[src/sv/saf_mul.sv]
// ----------------------------------------------------------------------------
// saf_mul: shared registered multiplier
// Unsigned 33 x 33 product, registered.
// ----------------------------------------------------------------------------
`default_nettype none

module saf_mul (
  input  wire logic        clk,
  input  wire logic [32:0] a,
  input  wire logic [32:0] b,
  output logic      [65:0] p_r
);

  // register the product
  always_ff @(posedge clk) begin
    p_r <= 66'(a) * 66'(b);
  end

endmodule

`default_nettype wire

[config.mk]
export PLATFORM = sky130hd
export DESIGN_NAME = saf_mul
export DESIGN_NICKNAME = d
export VERILOG_FILES = /design/src/sv/saf_mul.sv
export SDC_FILE = /design/constraint.sdc
export NUM_CORES = 2
export LEC_CHECK = 0
export BUFFER_PORTS_ARGS = -buffer_cell sky130_fd_sc_hd__clkbuf_2
export CORE_MARGIN = 5
export CORE_UTILIZATION = 60
export DETAILED_ROUTE_END_ITERATION = 10
export PLACE_DENSITY_LB_ADDON = 0.12
export SYNTH_ARGS = -nofsm -noshare
export SYNTH_HDL_FRONTEND = slang
export SYNTH_SLANG_ARGS = --single-unit
[constraint.sdc]
create_clock -name clk -period 10.4 [get_ports clk]
set_input_delay 1.04 -clock clk [delete_from_list [all_inputs] [get_ports clk]]
set_output_delay 1.04 -clock clk [all_outputs]
set_load 0.05 [all_outputs]
# Word level (Yosys, flattened, before mapping)
# Cells that the tools add are included.
# classes
n_addsub	0
mul	1
div_mod_pow	0
order_cmp	0
n_eq_ne	0
shifts	0
n_mux	0
bitwise	0
n_reduce_logical	0
# ops
op	n
33-bit by 33-bit multiplier with 66-bit output	1
# word_totals
regBits	66
latchBits	0
mem_bits_rw	0
rom_bits	0
input_bits	67
output_inout_bits	66
elab_cells	2
memories	0

# Depth between registers and ports, before layout
# depth
ltp_word	1
depth_mapped	30
depth_no_buf	28

# Worst setup path after synthesis
# OpenSTA, ideal clock, no wires.
# synth_timing
path_kind	input port to flip-flop
from	in b[0]
to	reg p_r[58]
setup_time_ps	72
t_arrival_ps	8072
t_required_ps	10328
path_slack_ps	2256
cell_stages	28
path_buffers	2
path_cell_list	clkbuf_1 -> and2_1 -> fa_1 -> inv_1 -> fa_1 -> inv_1 -> fa_1 -> inv_1 -> fa_1 -> inv_1 -> fa_1 -> fa_1 -> fa_1 -> inv_1 -> fa_1 -> inv_1 -> ha_1 -> buf_2 -> nand2_1 -> or4_1 -> or3_1 -> o22ai_1 -> o211a_1 -> o21ai_2 -> nand3b_4 -> o31a_1 -> o21ai_2 -> xor2_1
# synth_via
elab_chain_len	1
# synth_lines
element	line_no	source
from (decl)	10	input wire logic [32:0] b,
33-bit by 33-bit multiplier with 66-bit output	16	p_r <= 66'(a) * 66'(b);
to (signal assigned)	16	
to (decl)	11	output logic [65:0] p_r
# No other way between the ends.

# Final worst setup path
# layout_timing
from	in a[22]
to	reg p_r[58]
# layout_via
elab_chain_len	1
# layout_lines
element	line_no	source
from (decl)	9	input wire logic [32:0] a,
33-bit by 33-bit multiplier with 66-bit output	16	
# No other way between the ends.

==> impl_metrics.json <==
{
  "syn_nets": 5338,
  "worst_pin_slew_ns": 0.947,
  "yosys.area.top_type": "fa_1",
  "startpoint_type": "input port",
  "final.setup.tns_ns": 0,
  "critical_path_arrival_ns": 9.11,
  "remaining_drc_errors": 0,
  "synth_area_um2": 36600,
  "netlist.area_leader.share_pct": 52.4,
  "cts_sinks": 66,
  "synthArstFlopShare_pct": 0,
  "max-slew-margin-rel_pct": 36.9,
  "finalMaxSlewViolations": 0,
  "synth_common_cells": "inv_1, fa_1, and2_1",
  "synth.most_common_cell": "inv_1",
  "final_util_pct": 62.9,
  "clock-root-buffer": "clkbuf_16",
  "synth_cell_types": 57,
  "fin_crit_sh_pct": 85.0,
  "syn_avg_cell_area_um2": 9.04,
  "synthFlopType": "dfxtp_1",
  "synth_edf_count": 0,
  "globalRoute.totalOverflow": 0,
  "cts_setup_buffers": 0,
  "regMostFlops": "p_r",
  "ant_nets": 0,
  "final_nets": 5304,
  "buffer_ports.inserted": 132,
  "placementRows": 90,
  "grt_max_degree": 34,
  "synth.yosys.seq_area_share_pct": 3.61,
  "grt_pass1_vias": 28900,
  "critical-path-top-delay-family": "adder cells",
  "antenna_found_initial": 3,
  "slowest_delay_ns": 0.54,
  "grt_pass1_wl_mm": 157,
  "cts_max_path_buffers": 2,
  "track_usage_pct": 30.2,
  "ioPinCount": 133,
  "die_w_um": 257,
  "reg.largest.list": "p_r: 66 flops",
  "cts_tree": "built",
  "avgViaCountPerCell": 5.50,
  "synth_cells": 4048,
  "finalWirelength_mm": 97.1,
  "fmax_mhz": 113,
  "cp-end-kind": "flop",
  "dieArea_um2": 66000,
  "clk_pin_slew_ns": 0.06,
  "hold_class": "in -> reg",
  "status": "finished, final reports clean",
  "rsz0062_at_grt": "false",
  "max-cap-violations": 0,
  "cp_max_fo": 33,
  "final-hold-violation-count": 0,
  "drive_gt1_share_pct": 4.68,
  "setup_viol": 0,
  "fin_crit_ns": 8.84,
  "die_h_um": 257,
  "cts_buffers": 9,
  "area_growth_pct": 3.79,
  "largest_register_ffs": 66,
  "wl_per_cell_um": 20.2,
  "slowest_stage": "fa_1",
  "crit_required_ns": 10.67,
  "path_class": "in -> reg",
  "path_buf_inv": 7,
  "initial_utilization_pct": 60.6,
  "core_um2": 60400,
  "ctsHoldBuffers": 0,
  "htree_levels": 3,
  "ys_seq_elements": 66,
  "cts_resized": 0,
  "hpwl_mm": 80.6,
  "crit_top_cell": "fa_1",
  "drtIter0Drc": 1463,
  "gp_congestion": 0.907,
  "dr.pass1.iters": 5,
  "yosys-top-cells-area": "fa_1, inv_1, and2_1",
  "yosys_warnings": 0,
  "vias": 26400
}
## metal layers
layer  track usage, %  up-vias  share of wire, %
met4             14.0        2               6.2
met1             37.1    13700                37
met3             3.95      271               5.8
met5                0        -             0.018
met2             53.4      942                51
li1                 -    11400                 -
## kinds of logic (layout without fill, tap and decap cells)
logic type / count (synthesis) / after routing / synth area share (%)
buffers and inverters: 1260 / 1231 / 12.9
and+or+nand+nor: 1233 / 1233 / 17.0
adders and majority gates: 1223 / 1223 / 61.5
AOI/OAI and AO/OA: 201 / 201 / 3.45
DFF: 66 / 66 / 3.61
xor gates and xnor gates: 65 / 65 / 1.56
other: 0 / 3 / 0
## area by class of cell
cell class                      instances  area (um2)
Clock buffer                           10         239
Inverter                             1049        3940
Timing Repair Buffer                  166         916
Fill cell                            5309       22400
Sequential cell                        66        1320
Multi-Input combinational cell       2722       30600
Clock inverter                          6        41.3
Tap cell                              782         978
Antenna cell                            3        7.51
## layout by cell type, fill, tap and decap left out, types with 3 or more instances in the layout
master / count
clkinv_2: 3
and3_1: 7
buf_4: 34
a21boi_1: 3
and4_1: 4
clkbuf_2: 132
clkbuf_16: 9
and2_1: 574
nand2_1: 567
nor2b_1: 6
a21o_1: 31
o21bai_1: 8
fa_1: 958
nand4_1: 16
o31ai_1: 3
ha_1: 265
diode_2: 3
dfxtp_1: 66
xor2_1: 24
xnor2_1: 41
nor2_1: 33
a31oi_1: 6
a211oi_1: 5
o21a_1: 7
a21oi_1: 73
o21ai_1: 23
nor3_1: 4
nand3_1: 10
inv_1: 1048
o21ai_0: 15
## final timing paths
check / startpoint / end / slack (ns) / cells past startpoint
max: a[22] / p_r[58] / 1.56 / 27
min: b[0] / p_r[0] / 1.57 / 3
## stage by stage
step,cell area [um2],std cells,setup WS (ns),hold slack [ns]
floorplan,36600,4048,2.26,1.17
global placement,37700,4785,1.27,1.54
detailed placement,37700,4785,1.21,1.54
CTS,38000,4801,1.54,1.53
global route,38000,4803,1.20,1.57
finish,38000,4804,1.56,1.57
Power is not shown: default switching activity piles up to over one toggle a cycle in this logic, so the estimate is an artifact.
