==> src/sv/saf_pkg.sv <==
// ----------------------------------------------------------------------------
// saf_pkg: shared types and constants of the spring force accumulator
// Function codes, sequencer states, square root / divide unit control and the
// saturating accumulator add.
// ----------------------------------------------------------------------------
`default_nettype none

package saf_pkg;

  // input function codes
  localparam logic [1:0] FUNC_WRITE_POS = 2'd0;
  localparam logic [1:0] FUNC_APPLY_EDGE = 2'd1;
  localparam logic [1:0] FUNC_READ_FORCE = 2'd2;

  localparam logic [31:0] STIFFNESS_RESET = 32'd65536;

  localparam int ACC_W = 48;
  localparam int FRC_W = 52;   // signed per-axis force, magnitude below 2^51
  localparam int QUO_W = 51;   // quotient bits produced by the divider

  localparam logic signed [ACC_W+4:0] ACC_MAX = 53'sd140737488355327;
  localparam logic signed [ACC_W+4:0] ACC_MIN = -53'sd140737488355328;

  typedef enum logic {
    SQD_SQRT,
    SQD_DIV
  } sqd_op_t;

  typedef struct packed {
    logic    start;
    sqd_op_t op;
  } sqd_ctl_t;

  typedef enum logic [4:0] {
    ST_CLEAR,
    ST_IDLE,
    ST_RDF,
    ST_PI,
    ST_PJ,
    ST_SQM,
    ST_SQA,
    ST_SQS,
    ST_SQW,
    ST_LEN,
    ST_KM,
    ST_KLO,
    ST_KHI,
    ST_KSUM,
    ST_DVS,
    ST_DVW,
    ST_FRI,
    ST_FUI,
    ST_FUJ,
    ST_RESP
  } state_t;

  typedef enum logic [1:0] {
    MUL_SQ,
    MUL_K,
    MUL_LO,
    MUL_HI
  } mul_sel_t;

  typedef struct packed {
    logic                  clip;
    logic signed [ACC_W-1:0] val;
  } sat_t;

  // accumulator plus force, clamped to the 48-bit signed range
  function automatic sat_t sat_add(input logic signed [ACC_W-1:0] acc,
                                   input logic signed [FRC_W-1:0] f);
    logic signed [ACC_W+4:0] sum;
    sat_t r;
    sum = ACC_W'(0) + {{5{acc[ACC_W-1]}}, acc} + {f[FRC_W-1], f};
    r.clip = 1'b0;
    if (sum > ACC_MAX) begin
      r.clip = 1'b1;
      r.val = ACC_MAX[ACC_W-1:0];
    end else if (sum < ACC_MIN) begin
      r.clip = 1'b1;
      r.val = ACC_MIN[ACC_W-1:0];
    end else begin
      r.val = sum[ACC_W-1:0];
    end
    return r;
  endfunction

endpackage

`default_nettype wire

==> src/sv/saf_sqdiv.sv <==
// ----------------------------------------------------------------------------
// saf_sqdiv: shared square root and divide unit
// Restoring bit-serial unit: two radicand bits per step for the square root
// (33 steps), one numerator bit per step for the division (51 steps).
// ----------------------------------------------------------------------------
`default_nettype none

module saf_sqdiv (
  input  wire logic              clk,
  input  wire logic              rst_n,
  input  wire saf_pkg::sqd_ctl_t ctl,
  input  wire logic [65:0]       radicand,
  input  wire logic [97:0]       numer,
  input  wire logic [48:0]       divisor,
  output logic                   done_r,
  output logic [50:0]            res_r
);

  logic              busy_r;
  saf_pkg::sqd_op_t  op_r;
  logic [5:0]        cnt_r;
  logic [97:0]       src_r;
  logic [49:0]       rem_r;
  logic [48:0]       dvs_r;
  logic [51:0]       trial_a;
  logic [51:0]       trial_b;
  logic              ge;
  logic [51:0]       diff;

  // one restoring step: compare, subtract, shift in the result bit
  always_comb begin
    if (op_r == saf_pkg::SQD_SQRT) begin
      trial_a = {rem_r, src_r[97:96]};
      trial_b = {res_r[49:0], 2'b01};
    end else begin
      trial_a = {1'b0, rem_r, src_r[97]};
      trial_b = {3'b000, dvs_r};
    end
    ge   = trial_a >= trial_b;
    diff = trial_a - trial_b;
  end

  // control
  always_ff @(posedge clk) begin
    if (!rst_n) begin
      busy_r <= 1'b0;
      done_r <= 1'b0;
    end else begin
      done_r <= 1'b0;
      if (ctl.start) begin
        busy_r <= 1'b1;
      end else if (busy_r && cnt_r == 6'd1) begin
        busy_r <= 1'b0;
        done_r <= 1'b1;
      end
    end
  end

  // datapath
  always_ff @(posedge clk) begin
    if (ctl.start) begin
      op_r  <= ctl.op;
      res_r <= '0;
      dvs_r <= divisor;
      if (ctl.op == saf_pkg::SQD_SQRT) begin
        cnt_r <= 6'd33;
        src_r <= {radicand, 32'd0};
        rem_r <= '0;
      end else begin
        cnt_r <= 6'd51;
        src_r <= {numer[50:0], 47'd0};
        rem_r <= {3'b000, numer[97:51]};
      end
    end else if (busy_r) begin
      cnt_r <= cnt_r - 6'd1;
      res_r <= {res_r[49:0], ge};
      rem_r <= ge ? diff[49:0] : trial_a[49:0];
      if (op_r == saf_pkg::SQD_SQRT) begin
        src_r <= {src_r[95:0], 2'b00};
      end else begin
        src_r <= {src_r[96:0], 1'b0};
      end
    end
  end

endmodule

`default_nettype wire

==> config.mk <==
export PLATFORM = sky130hd
export DESIGN_NAME = saf_sqdiv
export DESIGN_NICKNAME = d
export VERILOG_FILES = /design/src/sv/saf_pkg.sv /design/src/sv/saf_sqdiv.sv
export SDC_FILE = /design/constraint.sdc
export NUM_CORES = 1
export LEC_CHECK = 0
export ABC_AREA = 1
export BUFFER_PORTS_ARGS = -buffer_cell sky130_fd_sc_hd__buf_2
export CAP_MARGIN = 0
export CELL_PAD_IN_SITES_DETAIL_PLACEMENT = 1
export CELL_PAD_IN_SITES_GLOBAL_PLACEMENT = 2
export CORE_UTILIZATION = 32
export CTS_CLUSTER_SIZE = 24
export DETAILED_ROUTE_END_ITERATION = 8
export PLACE_DENSITY = 0.91
export SYNTH_ARGS = -nofsm -noshare
export SYNTH_HDL_FRONTEND = slang
export SYNTH_SLANG_ARGS = --single-unit
==> constraint.sdc <==
create_clock -name clk -period 6.7 [get_ports clk]
set_input_delay 0.67 -clock clk [delete_from_list [all_inputs] [get_ports clk]]
set_output_delay 0.67 -clock clk [all_outputs]
set_load 0.1 [all_outputs]
======== After elaboration in Yosys (flattened, before gate mapping) ========
Index checks and enable logic that the tools add are counted.
operators by class
  add/sub/neg operators ................... 2
  $lt $le $gt $ge ......................... 1
  eq/ne operators ......................... 1
  multiplexer cells ....................... 16
  bitwise operators ....................... 1
  reduce and logical (&&, ||, !) cells .... 4
operators with widths
  cell                                                                    number
  98-bit 2-to-1 mux                                                       4
  50-bit 2-to-1 mux                                                       3
  52-bit 2-to-1 mux                                                       2
  52-bit greater-or-equal comparator                                      1
  50-bit subtractor                                                       1
  47-bit 2-to-1 mux                                                       1
  6-bit 2-to-1 mux                                                        2
  6-bit by 1-bit equality test with 1-bit output (second input constant)  1
  6-bit by 1-bit subtractor with 6-bit output (second input constant)     1
  5-bit 2-to-1 mux                                                        1
  2-bit nonzero test                                                      2
  1-bit 2-to-1 mux                                                        3
  2-bit OR reduction                                                      1
  1-bit logical AND                                                       1
  1-bit inverter                                                          1
word-level totals
  bits in registers ....................... 257
  bits of input ports ..................... 217
  word-level logic and storage cells ...... 33

======== Logic depth before layout (Yosys ltp) ========
  word-level depth ........................ 5
  mapped depth ............................ 22

======== Worst setup path after synthesis ========
Ideal clock, no wire load.
  path kind ............................... in2reg
  start ................................... in ctl[1] (netlist name)
  end ..................................... reg cnt_r[0], enable pin
  data arrival time ....................... 4.489 ns
  slack ................................... 1.676 ns
  stages on the path ...................... 4
  cell sequence ........................... buf_2 nor2_1 clkinv_1 clkbuf_1
between the ends
  cells in the longest elaborated chain, start to end .. 1
ends and longest elaborated chain
  element                       line             RTL
  from (decl)                   saf_sqdiv.sv:11  input wire saf_pkg::sqd_ctl_t ctl,
  2-bit nonzero test (no line)  --
  to (signal assigned)          saf_sqdiv.sv:75  cnt_r <= cnt_r - 6'd1;
  to (decl)                     saf_sqdiv.sv:21  logic [5:0] cnt_r;
No other way between the ends.
A chain may end at the register's enable or synchronous reset.

======== Final worst setup path ========
  start ................................... reg op_r
  end ..................................... reg rem_r[3], data pin
between the ends
  cells in the longest elaborated chain, start to end .. 5
  elaborated cells between the ends (all ways) .. 7
  those cells by class .................... add/sub (1); order compare (1); mux (5)
ends and longest elaborated chain
  element                                                                         line                              RTL
  from (decl)                                                                     saf_sqdiv.sv:20                   saf_pkg::sqd_op_t op_r;
  from (signal assigned)                                                          saf_sqdiv.sv:62                   op_r <= ctl.op;
  52-bit 2-to-1 mux                                                               saf_sqdiv.sv:32                   if (op_r == saf_pkg::SQD_SQRT) begin
  50-bit subtractor / 52-bit greater-or-equal comparator (equally long branches)  saf_sqdiv.sv:40, saf_sqdiv.sv:39
  50-bit 2-to-1 mux *                                                             saf_sqdiv.sv:77                   rem_r <= ge ? diff[49:0] : trial_a[49:0];
  50-bit 2-to-1 mux *                                                             saf_sqdiv.sv:74                   end else if (busy_r) begin
  50-bit 2-to-1 mux *                                                             saf_sqdiv.sv:61                   if (ctl.start) begin
  to (signal assigned)                                                            saf_sqdiv.sv:72                   rem_r <= {3'b000, numer[97:51]};
  to (signal assigned)                                                            saf_sqdiv.sv:77
  to (decl)                                                                       saf_sqdiv.sv:23                   logic [49:0] rem_r;
Mark *: on every way between the ends. The rest lies on a longest branch, timed or not. The select of a mux whose other input is x is not followed.

==> reports/metrics.yaml <==
sta:
  period_share_pct: 74.82
  finalSetupViolCount: 0
  tightest_slew_ns: 1.187
  tns_ns: 0
  rsz0062_at_grt: "no"
  fmax_mhz: 199.5
  fin_skew_ns: 0.01006
  relSlewSlack_pct: 20.61
  post-route-min-period_ns: 5.013
  finalMaxSlewViolations: 0
  hold_viol_final: 0
synth:
  yosys_warnings: 0
  synthTopCellsByCount: "751 x nand2_1, 430 x inv_1, 172 x edfxtp_1"
  synth-seq-cells: 225
  syn_inst: 2263
  synth_most_common_cell: "nand2_1"
  netlist_area_sq_um: 15790
  synthTopCellsByArea: "edfxtp_1 33%, nand2_1 18%, inv_1 10%, dfxtp_1 6.7%, o21ai_0 5.4%"
  synth.top_cell.area_share_pct: 32.70
  synth-async-reset-ratio_pct: 0
  ys_seq_area_share_pct: 39.42
  synth-edff-count: 172
  synth_top_cell_by_area: "edfxtp_1"
  synth_cell_types: 36
  synthFlopType: "edfxtp_1"
  synth_fp_nets: 2535
  avgSynthCellArea_sq_um: 6.979
routing:
  route.detailed.drc: 0
  avgRoutedWirePerCell_um: 18.54
  drtIter0Drc: 807
  num_vias: 15720
  routed_wl_um: 58610
  vias_per_cell: 4.973
  drt_first_pass_iters: 5
  ant_nets: 0
pwr:
  swShare_pct: 43.16
  p_seq_share_pct: 29.5
  power.leakage_nw: 9.247
  powerDensity_nw_per_um2: 343.6
  irDropWorstVdd_v: 0.0001605
  power.share.clock_pct: 22.6
  power_switching_mw: 2.742
  internal_power_mw: 3.611
  combPwrFrac_pct: 47.9
critical_path:
  cp-end-kind: "flop"
  worstPathRequired_ns: 7.10
  cp.arrival_ns: 5.42
  crit_type: "reg -> reg"
  critPathMaxFanout: 87
  r2r_slack_ns: 1.69
  cp-start-kind: "flop"
floorplan:
  row_count: 81
  die-area_sq_um: 50250
  initial_core_util_pct: 32.33
  ios: 269
  fp.coreArea_sq_um: 48850
  dieHeight_um: 224.2
  die_x_um: 224.2
job:
  cap_violations: 0
global_routing:
  first_global_vias: 16350
  grt_start_max_net_pins: 109
  grt.overflow.total: 0
  grt_first_pass_wirelength_um: 91050
  antenna_found_initial: 9
  track_usage_pct: 23.30
finish:
  drive_gt1_share_pct: 16.12
  final_cells: 3161
  final_nets: 2748
  syn2layout_area_growth_pct: 17.09
  fill_cells: 6360
clock_network:
  ctsHtreeMaxLevel: 1
  cts_resized: 0
  cts_setup_buffers: 0
  hold_buffers: 0
  cts-root-buf: "clkbuf_16"
  cts_tree: "yes"
  cts_sinks: 225
  clk_path_buf_depth: 3
  numCtsBuffers: 24
  cts.reportedPaths.clkPinSlew_ns: 0.07
  clock_latency_ns: 0.54
placement:
  hpwl_um: 46570
  dp.cells: 3114
  io_buffer_count: 268
  gp_congestion: 0.9511
worst_hold_path:
  hp-class: "in -> reg"
status:
  outcome: "completed"
[worst max-delay path, stage by stage, from the launching register on]
cell and delay [ns]:
edfxtp_1 0.44, buf_4 0.34, buf_4 0.72, o21ai_0 0.28, inv_1 0.12, ha_1 0.29, nand2_1 0.09, nand2_1 0.07
nand2_1 0.06, nand2_1 0.08, nand2_1 0.08, nand2_1 0.08, inv_2 0.05, nand2_1 0.10, a21oi_4 0.13, buf_4 0.48
nand3_2 0.55, buf_4 0.44, nand2_1 0.13, nand3_1 0.09, nand2_1 0.10
[path summary, 6_finish.rpt]
check	from	depth (start not counted)	endpoint
worst max-delay path	op_r$_DFFE_PP_	20	rem_r[3]$_DFFE_PP_
worst min-delay path	divisor[3]	1	dvs_r[3]$_DFFE_PP_
worst max register to register	op_r$_DFFE_PP_	20	rem_r[3]$_DFFE_PP_
worst min register to register	res_r[50]$_SDFFE_PP0P_	2	res_r[50]$_SDFFE_PP0P_
[flip-flops by register name (all words and copies together), names as in the netlist]
register,cells
op_r,1
src_r,66
dvs_r,49
rem_r,50
res_r,51
busy_r,1
cnt_r,6
done_r,1
[per-stage QoR]
stage          instance area, sq um  hold slack, ns  util (%)  total power [mW]  setup slack [ns]
5_1_grt                       18490          0.2874     37.85             6.823             1.289
4_1_cts                       18490          0.2816     37.84             6.384             1.650
3_5_place_dp                  17640          0.4693     36.11             4.927             1.684
3_3_place_gp                  17640          0.4421     36.11             4.870             1.890
2_1_floorplan                 15790          0.4843         -             3.996             1.676
6_report                      18490          0.3060     37.86             6.353             1.687
[metal layers]
layer / GRT usage [%] / up-vias / part of all wire (%) / wire, um
met3: 4.355 / 85 / 5.8 / 3418
met2: 39.53 / 404 / 47 / 27810
li1: - / 7685 / - / -
met1: 29.68 / 7537 / 44 / 25610
met4: 7.556 / 10 / 2.9 / 1702
met5: 0 / - / 0.10 / 59
[kinds of logic (layout without fill, tap and decap cells)]
group | Yosys count | count (layout) | share of synthesized area [%]
and+or+nand+nor | 1088 | 1088 | 28.94
buffers and inverters | 538 | 769 | 13.43
AOI/OAI and AO/OA | 330 | 330 | 12.30
DFF | 225 | 225 | 39.42
adders and majority gates | 55 | 55 | 4.405
xor gates and xnor gates | 26 | 26 | 1.442
muxes | 1 | 1 | 0.06338
other | 0 | 3 | 0
[power groups by stage]
stage | Combinational [mW] | Sequential [mW] | Clock (mW)
6_report | 3.04 | 1.88 | 1.43
5_1_grt | 3.41 | 1.90 | 1.51
4_1_cts | 3.05 | 1.87 | 1.46
3_5_place_dp | 3.03 | 1.90 | 0
3_3_place_gp | 2.98 | 1.89 | 0
2_1_floorplan | 2.12 | 1.87 | 0
[cells in the final DEF, fill, tap and decap left out, drive strengths merged, types with 2 or more instances in the layout]
cell      n
inv     443
nand4    62
o21ai   173
or2      50
nor3      3
clkbuf   36
nand2   754
xnor2    26
nor2    112
bufinv    3
a21oi    37
edfxtp  172
dfxtp    53
nand3b    4
ha       54
o22ai    63
nand3   100
clkinv    3
diode     3
buf     283
o21bai    5
and2      2
o221ai   50
[area by class of cell]
type	instances	area, sq um	area share, %
Multi-Input combinational cell	1500	7457	40.32
Sequential cell	225	6226	33.67
Inverter	442	1669	9.026
Timing Repair Buffer	283	1456	7.876
Tap cell	664	830.8	4.493
Clock buffer	36	726.9	3.931
Clock inverter	8	118.9	0.6428
Antenna cell	3	7.507	0.04060
Power figures use the tool's default switching activity.
